**src/rtl/bil_pkg.sv**
```systemverilog
// shared constants, codes and types of the bounded indexed list
package bil_pkg;

  localparam int CAPACITY_DEF    = 16;
  localparam int VALUE_WIDTH_DEF = 32;

  localparam int OPCODE_W   = 2;
  localparam int ITEM_W     = 32;
  localparam int POSITION_W = 5;
  localparam int STATUS_W   = 2;
  localparam int READ_W     = 32;
  localparam int LENGTH_W   = 5;

  localparam logic [OPCODE_W-1:0] OP_APPEND = 2'd0;
  localparam logic [OPCODE_W-1:0] OP_INSERT = 2'd1;
  localparam logic [OPCODE_W-1:0] OP_REMOVE = 2'd2;
  localparam logic [OPCODE_W-1:0] OP_DUMP   = 2'd3;

  localparam logic [STATUS_W-1:0] STATUS_OK        = 2'd0;
  localparam logic [STATUS_W-1:0] STATUS_BAD_INDEX = 2'd1;
  localparam logic [STATUS_W-1:0] STATUS_FULL      = 2'd2;
  localparam logic [STATUS_W-1:0] STATUS_EMPTY     = 2'd3;

  // command broadcast to every cell of the chain
  typedef enum logic [1:0] {
    CMD_HOLD,
    CMD_INSERT,
    CMD_REMOVE,
    CMD_ROTATE
  } bil_cmd_e;

endpackage

```
**src/rtl/bil_cell.sv**
```systemverilog
// storage cell of the list chain, next word from itself, a neighbor, head or input
module bil_cell #(
  parameter int VALUE_WIDTH = bil_pkg::VALUE_WIDTH_DEF,
  parameter int LEN_W       = $clog2(bil_pkg::CAPACITY_DEF + 1),
  parameter int INDEX       = 0
) (
  input  logic                   clk_i,
  input  bil_pkg::bil_cmd_e      cmd_i,
  input  logic [LEN_W-1:0]       pos_i,
  input  logic [LEN_W-1:0]       len_i,
  input  logic [VALUE_WIDTH-1:0] new_value_i,
  input  logic [VALUE_WIDTH-1:0] prev_value_i,
  input  logic [VALUE_WIDTH-1:0] next_value_i,
  input  logic [VALUE_WIDTH-1:0] head_value_i,
  output logic [VALUE_WIDTH-1:0] value_o
);
  import bil_pkg::*;

  localparam logic [LEN_W-1:0] MY_IDX    = LEN_W'(INDEX);
  localparam logic [LEN_W-1:0] MY_IDX_P1 = LEN_W'(INDEX + 1);

  logic [VALUE_WIDTH-1:0] value_q;
  logic [VALUE_WIDTH-1:0] value_d;

  always_comb begin
    value_d = value_q;
    case (cmd_i)
      CMD_INSERT: begin
        if (MY_IDX == pos_i) begin
          value_d = new_value_i;
        end else if (MY_IDX > pos_i) begin
          value_d = prev_value_i;
        end
      end
      CMD_REMOVE: begin
        if (MY_IDX >= pos_i) begin
          value_d = next_value_i;
        end
      end
      CMD_ROTATE: begin
        // head word wraps to the last live cell, the ones before it move down
        if (MY_IDX_P1 == len_i) begin
          value_d = head_value_i;
        end else if (MY_IDX_P1 < len_i) begin
          value_d = next_value_i;
        end
      end
      default: value_d = value_q;
    endcase
  end

  always_ff @(posedge clk_i) begin
    value_q <= value_d;
  end

  assign value_o = value_q;

endmodule

```
**src/rtl/bounded_indexed_list_top.sv**
```systemverilog
// top level of the bounded indexed list: control, length counter, cell chain, result register
//
// Ordered list of up to CAPACITY signed words held in a chain of cells, one
// word per cell, with cell 0 at the head. Append, insert and remove are done
// without a serial shift: every cell at or past the edit point takes the new
// word or the word of its neighbor at once, so an edit word is taken whenever
// the result register is free (or is being drained in the same cycle) and its
// one status word is offered on the next cycle. In a dump the list rotates
// through the head cell, one entry per cycle while the output does not stall,
// so the head cell is the only read point and sets that rate; after length
// steps the list is back in its original order. No new input word is taken
// while a dump streams. Status: 0 ok, 1 bad index, 2 full, 3 empty.
// Edit results carry read_value 0 and the length after the edit; every last
// word of a run has last_of_run set. Stored words are the low VALUE_WIDTH
// bits of the sign-extended input and read back zero-extended to 32 bits.
// Entries carry no reset; only slots below the length are ever shown.
module bounded_indexed_list_top #(
  parameter int CAPACITY    = bil_pkg::CAPACITY_DEF,
  parameter int VALUE_WIDTH = bil_pkg::VALUE_WIDTH_DEF
) (
  input  logic                                   clk_i,
  input  logic                                   rst_ni,
  // input channel
  input  logic                                   in_valid_i,
  output logic                                   in_stall_o,
  input  logic [bil_pkg::OPCODE_W-1:0]           opcode_i,
  input  logic signed [bil_pkg::ITEM_W-1:0]      item_value_i,
  input  logic [bil_pkg::POSITION_W-1:0]         position_i,
  // result channel
  output logic                                   out_valid_o,
  input  logic                                   out_stall_i,
  output logic [bil_pkg::STATUS_W-1:0]           status_o,
  output logic signed [bil_pkg::READ_W-1:0]      read_value_o,
  output logic [bil_pkg::LENGTH_W-1:0]           list_length_o,
  output logic                                   last_of_run_o
);
  import bil_pkg::*;

  localparam int LEN_W = $clog2(CAPACITY + 1);
  // common width for comparing the requested position with the length
  localparam int CMP_W = (LEN_W > POSITION_W) ? LEN_W : POSITION_W;

  localparam logic ST_IDLE = 1'b0;
  localparam logic ST_DUMP = 1'b1;

  // control state
  logic             state_q, state_d;
  logic [LEN_W-1:0] len_q, len_d;
  logic [LEN_W-1:0] cnt_q, cnt_d;

  // result register
  logic                out_valid_q, out_valid_d;
  logic [STATUS_W-1:0] out_status_q, out_status_d;
  logic [READ_W-1:0]   out_value_q, out_value_d;
  logic [LENGTH_W-1:0] out_len_q, out_len_d;
  logic                out_last_q, out_last_d;

  // cell chain
  bil_cmd_e               cmd;
  logic [LEN_W-1:0]       cell_pos;
  logic [VALUE_WIDTH-1:0] new_value;
  logic [VALUE_WIDTH-1:0] cell_value [CAPACITY];
  logic [VALUE_WIDTH-1:0] head_value;

  logic             out_free;
  logic             in_acc;
  logic             full;
  logic             empty;
  logic [CMP_W-1:0] pos_ext;
  logic [CMP_W-1:0] len_ext;
  logic [LEN_W-1:0] cnt_inc;
  logic             dump_last;

  // result slot is free when empty or being taken this cycle
  assign out_free   = !out_valid_q || !out_stall_i;
  assign in_stall_o = (state_q == ST_DUMP) || !out_free;
  assign in_acc     = in_valid_i && !in_stall_o;

  assign full      = (len_q == LEN_W'(CAPACITY));
  assign empty     = (len_q == '0);
  assign pos_ext   = CMP_W'(position_i);
  assign len_ext   = CMP_W'(len_q);
  assign cnt_inc   = cnt_q + LEN_W'(1);
  assign dump_last = (cnt_inc == len_q);

  // sign-extend or truncate the 32-bit input to the stored width
  assign new_value  = VALUE_WIDTH'(item_value_i);
  assign head_value = cell_value[0];

  always_comb begin
    state_d      = state_q;
    len_d        = len_q;
    cnt_d        = cnt_q;
    cmd          = CMD_HOLD;
    cell_pos     = len_q;
    out_valid_d  = out_valid_q && out_stall_i;
    out_status_d = out_status_q;
    out_value_d  = out_value_q;
    out_len_d    = out_len_q;
    out_last_d   = out_last_q;

    if (in_acc) begin
      // edit result defaults: one word, value zero, last of run
      out_value_d = '0;
      out_last_d  = 1'b1;
      case (opcode_i)
        OP_APPEND: begin
          out_valid_d = 1'b1;
          if (full) begin
            out_status_d = STATUS_FULL;
          end else begin
            out_status_d = STATUS_OK;
            cmd          = CMD_INSERT;
            cell_pos     = len_q;
            len_d        = len_q + LEN_W'(1);
          end
        end
        OP_INSERT: begin
          out_valid_d = 1'b1;
          if (pos_ext > len_ext) begin
            out_status_d = STATUS_BAD_INDEX;
          end else if (full) begin
            out_status_d = STATUS_FULL;
          end else begin
            out_status_d = STATUS_OK;
            cmd          = CMD_INSERT;
            cell_pos     = LEN_W'(position_i);
            len_d        = len_q + LEN_W'(1);
          end
        end
        OP_REMOVE: begin
          out_valid_d = 1'b1;
          if (empty) begin
            out_status_d = STATUS_EMPTY;
          end else if (pos_ext >= len_ext) begin
            out_status_d = STATUS_BAD_INDEX;
          end else begin
            out_status_d = STATUS_OK;
            cmd          = CMD_REMOVE;
            cell_pos     = LEN_W'(position_i);
            len_d        = len_q - LEN_W'(1);
          end
        end
        OP_DUMP: begin
          if (empty) begin
            out_valid_d  = 1'b1;
            out_status_d = STATUS_EMPTY;
          end else begin
            // stream starts next cycle from the head cell
            state_d = ST_DUMP;
            cnt_d   = '0;
          end
        end
        default: state_d = state_q;
      endcase
      out_len_d = LENGTH_W'(len_d);
    end else if (state_q == ST_DUMP && out_free) begin
      // show the head word and rotate the live part of the chain by one
      cmd          = CMD_ROTATE;
      out_valid_d  = 1'b1;
      out_status_d = STATUS_OK;
      out_value_d  = READ_W'(head_value);
      out_len_d    = LENGTH_W'(len_q);
      out_last_d   = dump_last;
      cnt_d        = cnt_inc;
      if (dump_last) begin
        state_d = ST_IDLE;
      end
    end
  end

  for (genvar i = 0; i < CAPACITY; i++) begin : g_cell
    logic [VALUE_WIDTH-1:0] prev_value;
    logic [VALUE_WIDTH-1:0] next_value;

    if (i == 0) begin : g_first
      assign prev_value = '0;
    end else begin : g_mid_prev
      assign prev_value = cell_value[i-1];
    end
    if (i == CAPACITY - 1) begin : g_last
      assign next_value = '0;
    end else begin : g_mid_next
      assign next_value = cell_value[i+1];
    end

    bil_cell #(
      .VALUE_WIDTH (VALUE_WIDTH),
      .LEN_W       (LEN_W),
      .INDEX       (i)
    ) u_cell (
      .clk_i        (clk_i),
      .cmd_i        (cmd),
      .pos_i        (cell_pos),
      .len_i        (len_q),
      .new_value_i  (new_value),
      .prev_value_i (prev_value),
      .next_value_i (next_value),
      .head_value_i (head_value),
      .value_o      (cell_value[i])
    );
  end

  always_ff @(posedge clk_i or negedge rst_ni) begin
    if (!rst_ni) begin
      state_q     <= ST_IDLE;
      len_q       <= '0;
      cnt_q       <= '0;
      out_valid_q <= 1'b0;
    end else begin
      state_q     <= state_d;
      len_q       <= len_d;
      cnt_q       <= cnt_d;
      out_valid_q <= out_valid_d;
    end
  end

  always_ff @(posedge clk_i) begin
    out_status_q <= out_status_d;
    out_value_q  <= out_value_d;
    out_len_q    <= out_len_d;
    out_last_q   <= out_last_d;
  end

  assign out_valid_o   = out_valid_q;
  assign status_o      = out_status_q;
  assign read_value_o  = out_value_q;
  assign list_length_o = out_len_q;
  assign last_of_run_o = out_last_q;

  // length stays within the chain
  a_len_bound: assert property (@(posedge clk_i) disable iff (!rst_ni)
    len_q <= LEN_W'(CAPACITY))
    else $error("list length beyond capacity");

  // dump counter always points at a live entry
  a_dump_cnt: assert property (@(posedge clk_i) disable iff (!rst_ni)
    (state_q == ST_DUMP) |-> (cnt_q < len_q))
    else $error("dump counter past length");

  // length only moves on an accepted word
  a_len_hold: assert property (@(posedge clk_i) disable iff (!rst_ni)
    !in_acc |=> (len_q == $past(len_q)))
    else $error("length changed without an input word");

  // an accepted edit gives its single closing result on the next cycle
  a_edit_result: assert property (@(posedge clk_i) disable iff (!rst_ni)
    (in_acc && opcode_i != OP_DUMP) |=> (out_valid_q && out_last_q))
    else $error("edit result missing");

endmodule

```
**config.mk**
```make
export PLATFORM = sky130hd
export DESIGN_NAME = bounded_indexed_list_top
export DESIGN_NICKNAME = d
export VERILOG_FILES = /design/src/rtl/bil_pkg.sv /design/src/rtl/bil_cell.sv /design/src/rtl/bounded_indexed_list_top.sv
export SDC_FILE = /design/constraint.sdc
export NUM_CORES = 2
export LEC_CHECK = 0
export ABC_CLOCK_PERIOD_IN_PS = 16400
export BUFFER_PORTS_ARGS = -buffer_cell sky130_fd_sc_hd__buf_2
export CAP_MARGIN = 5
export CORE_ASPECT_RATIO = 0.75
export CORE_MARGIN = 1
export CORE_UTILIZATION = 34
export DETAILED_ROUTE_END_ITERATION = 10
export MAX_ROUTING_LAYER = met4
export PLACE_DENSITY = 0.52
export SLEW_MARGIN = 20
export SYNTH_ARGS = -nofsm -noshare
export SYNTH_HDL_FRONTEND = slang
export SYNTH_HIERARCHICAL = 1
export SYNTH_SLANG_ARGS = --single-unit
```
**constraint.sdc**
```tcl
create_clock -name clk_i -period 16.4 [get_ports clk_i]
set_input_delay 3.28 -clock clk_i [delete_from_list [all_inputs] [get_ports clk_i]]
set_output_delay 3.28 -clock clk_i [all_outputs]
set_load 0.03 [all_outputs]
```
==> metrics <==
Fin. Hold Viols 0; FF-to-FF Start len_ext[1]; final net count 4,102; # fillers between 10,000 and 15,000; CP max FO 81; antenna viol nets, final 0; CTS tree done; Hold Path Stages 1; final setup vio count 0; register area between 15,000 and 20,000 um^2; DRT iter0 DRCs 4,517; maximum clock path buffer count 3; Routed WL ~160,000 um; row count between 100 and 150; CTS resizes 0; R2R Setup Slk 10,280 ps; Die X 416 um; slew at the pin closest to its max-slew limit about 1200 ps; Leakage Power between 10 and 15 nW; Post-CTS Setup Inserts 0; met2 usage 33.8%; via count 38,300; drt pass-1 iters 6; Core Region approximately 130,000 um^2; die area roughly 130,000 um^2; CP required around 17,000 ps; Max-cap violations 0; Area growth syn-to-layout 7.64%; non-filler cells, final just under 6,000; Wirelength per Cell ~28 um; asr flop ratio synth between 2 and 2.5%; met1 Use GR 38.2%; post-route cell area around 47,000 um^2; worst rel slew slack around 23%; Hold Crit Class flop to flop; setup TNS 0 ps; RSZ-0062 raised after global routing no; CP Capture Type flop; critical hold path startpoint read_value_o[31]; Root Buffer clkbuf_16; status completed; drc violations 0; CP Launch Type input pin; highest attainable clock frequency approximately 130 MHz; detailed placement HPWL 102,000 um; Tcrit/Tclk final 47.9%; first-pass GRT wire length about 250,000 um; EDFF count, synth 519; Critical Path Start position_i[4]; area occupied by multi-input gates roughly 25,000 um^2; IO Port Bufs 84; CTS Buf Count 69; Power Dens Cells 212 nW/um^2; mapped cell area between 40,000 and 50,000 um^2; Min-Delay Endpoint read_value_o[31]; GR Util All Layers 25.0%; Die Ht 313 um; crit path DAT between 8000 and 9000 ps; Clock Latency Late Sink 680 ps; # H-tree levels 3; layout cells sized above 1 a little under a fifth; Num Clock Sinks between 500 and 600; top_reg_cell synth edfxtp_1; Hold WS ~470 ps; Starting Density roughly 34%; worst reg-to-reg path cell count 13; Cells after DPL about 5,600; min Tclk post-route 7860 ps; GPL Wtd Cong roughly 0.85; vias in the first global route ~36,000; vias per cell 6.63; largest net degree at the start of global routing between 200 and 250; synth unique cells roughly 110; Final Util approximately 37%; clk slew on worst S/H paths 60 ps; CTS Hold Bufs 0; grt met3 use approximately 4.5%; I/O Pins 85; clock skew 36.0 ps; antenna violations before repair 2; synth warn 6; Crit Path Category input pin to flop; Peak supply drop roughly 130 uV; sequential share of the synthesized area 37.9%; total gr overflow 0; RR Endpoint g_cell[4].u_cell/value_o[4]; Area after DPL ~45,000 um^2; Max Slew Vio Count 0; number of synthesized register bits around 560; Syn Area/Cell about 10 um^2; Top Usage Layer GRT met1; Synth Instances between 4,000 and 5,000
stage by stage:
stage	power, mW	setup WS [ps]
4_1_cts	9.91	8630
3_3_place_gp	8.28	8020
5_1_grt	10.5	8150
6_report	10.0	8540
2_1_floorplan	6.80	7420
3_5_place_dp	8.33	7920
per-layer routing:
layer,part of all wire [%],vias to the layer above
met5,0,-
met1,48,19600
met3,8.8,211
met2,41,1869
met4,1.7,0
li1,-,16600
cell type report:
type	instances	area share, %
Antenna cell	3	0.0160
Multi-Input combinational cell	3159	52.3
Sequential cell	564	35.2
Inverter	34	0.271
Clock inverter	32	0.433
Timing Repair Buffer	219	3.24
Clock buffer	94	4.16
Tap cell	1667	4.43
synthesized netlist by cell type (38+ instances only):
cell,instances,area share [%]
nand4_1,53,0.76
buf_6,61,1.6
nor3_1,38,0.44
nor4b_2,224,7.7
nor4b_1,212,4.2
clkbuf_1,290,2.5
mux2i_1,222,5.1
o21ai_1,74,0.85
edfxtp_1,519,36
a2111oi_2,60,2.1
a21oi_1,354,4.1
nand2_1,58,0.50
buf_2,152,1.7
a211oi_1,311,5.3
o21ai_0,68,0.78
nor4_1,354,5.1
nor2_1,174,1.5
o21a_1,48,0.82
nand2b_1,332,4.8
worst max-delay path by stage:
stage | to | slack (ps) | cells past startpoint
detailed placement | g_cell[8].u_cell/value_o[3] | 7920 | 13
CTS | g_cell[8].u_cell/value_o[29] | 8630 | 13
global placement | g_cell[8].u_cell/value_o[9] | 8020 | 13
floorplan | g_cell[2].u_cell/value_o[0] | 7420 | 10
global route | g_cell[15].u_cell/value_o[22] | 8150 | 12
finish | g_cell[4].u_cell/value_o[4] | 8540 | 12
report_power, final:
group / switching (mW) / internal, mW / leakage (nW)
combinational: 3.34 / 1.67 / 7.10
sequential: 0.580 / 2.84 / 5.32
clock: 0.697 / 0.857 / 1.05
cell families after synthesis:
group           count (synthesis)  share of synthesized area (%)
mux                           225                           5.16
simple gates                 1640                           28.9
flops                         564                           37.9
fa+ha+maj                      12                          0.344
other cells                     1                        0.00858
xor+xnor                       10                          0.200
buf+inv                       599                           7.36
compound gates               1208                           20.2
sequential cells by signal, indices dropped and copies added, names as in the netlist:
name                   count
cnt_q                      5
g_cell.u_cell/value_o    512
last_of_run_o              1
len_ext                    5
list_length_o              5
out_valid_o                1
read_value_o              32
state_q                    1
status_o                   2
layout by cell type (no fill, tap or decap), types with 62 or more instances in the layout:
cell,n
nor2_1,170
conb_1,64
nor4_1,354
buf_2,84
nor4b_1,212
nand2b_1,330
buf_4,127
o21ai_0,62
clkbuf_16,75
edfxtp_1,519
a21oi_1,354
mux2i_1,222
nor4b_2,221
o21ai_1,70
a211oi_1,311
critical path: stages:
cell	delay [ps]
buf_2	120
ha_1	360
nand4_2	200
o221ai_2	370
o21ai_0	240
nand3_1	220
a32o_4	420
buf_4	650
buf_4	830
or4_2	1040
nor4b_2	110
nor4_1	340
Note: power is estimated with default switching activity, not from simulation.
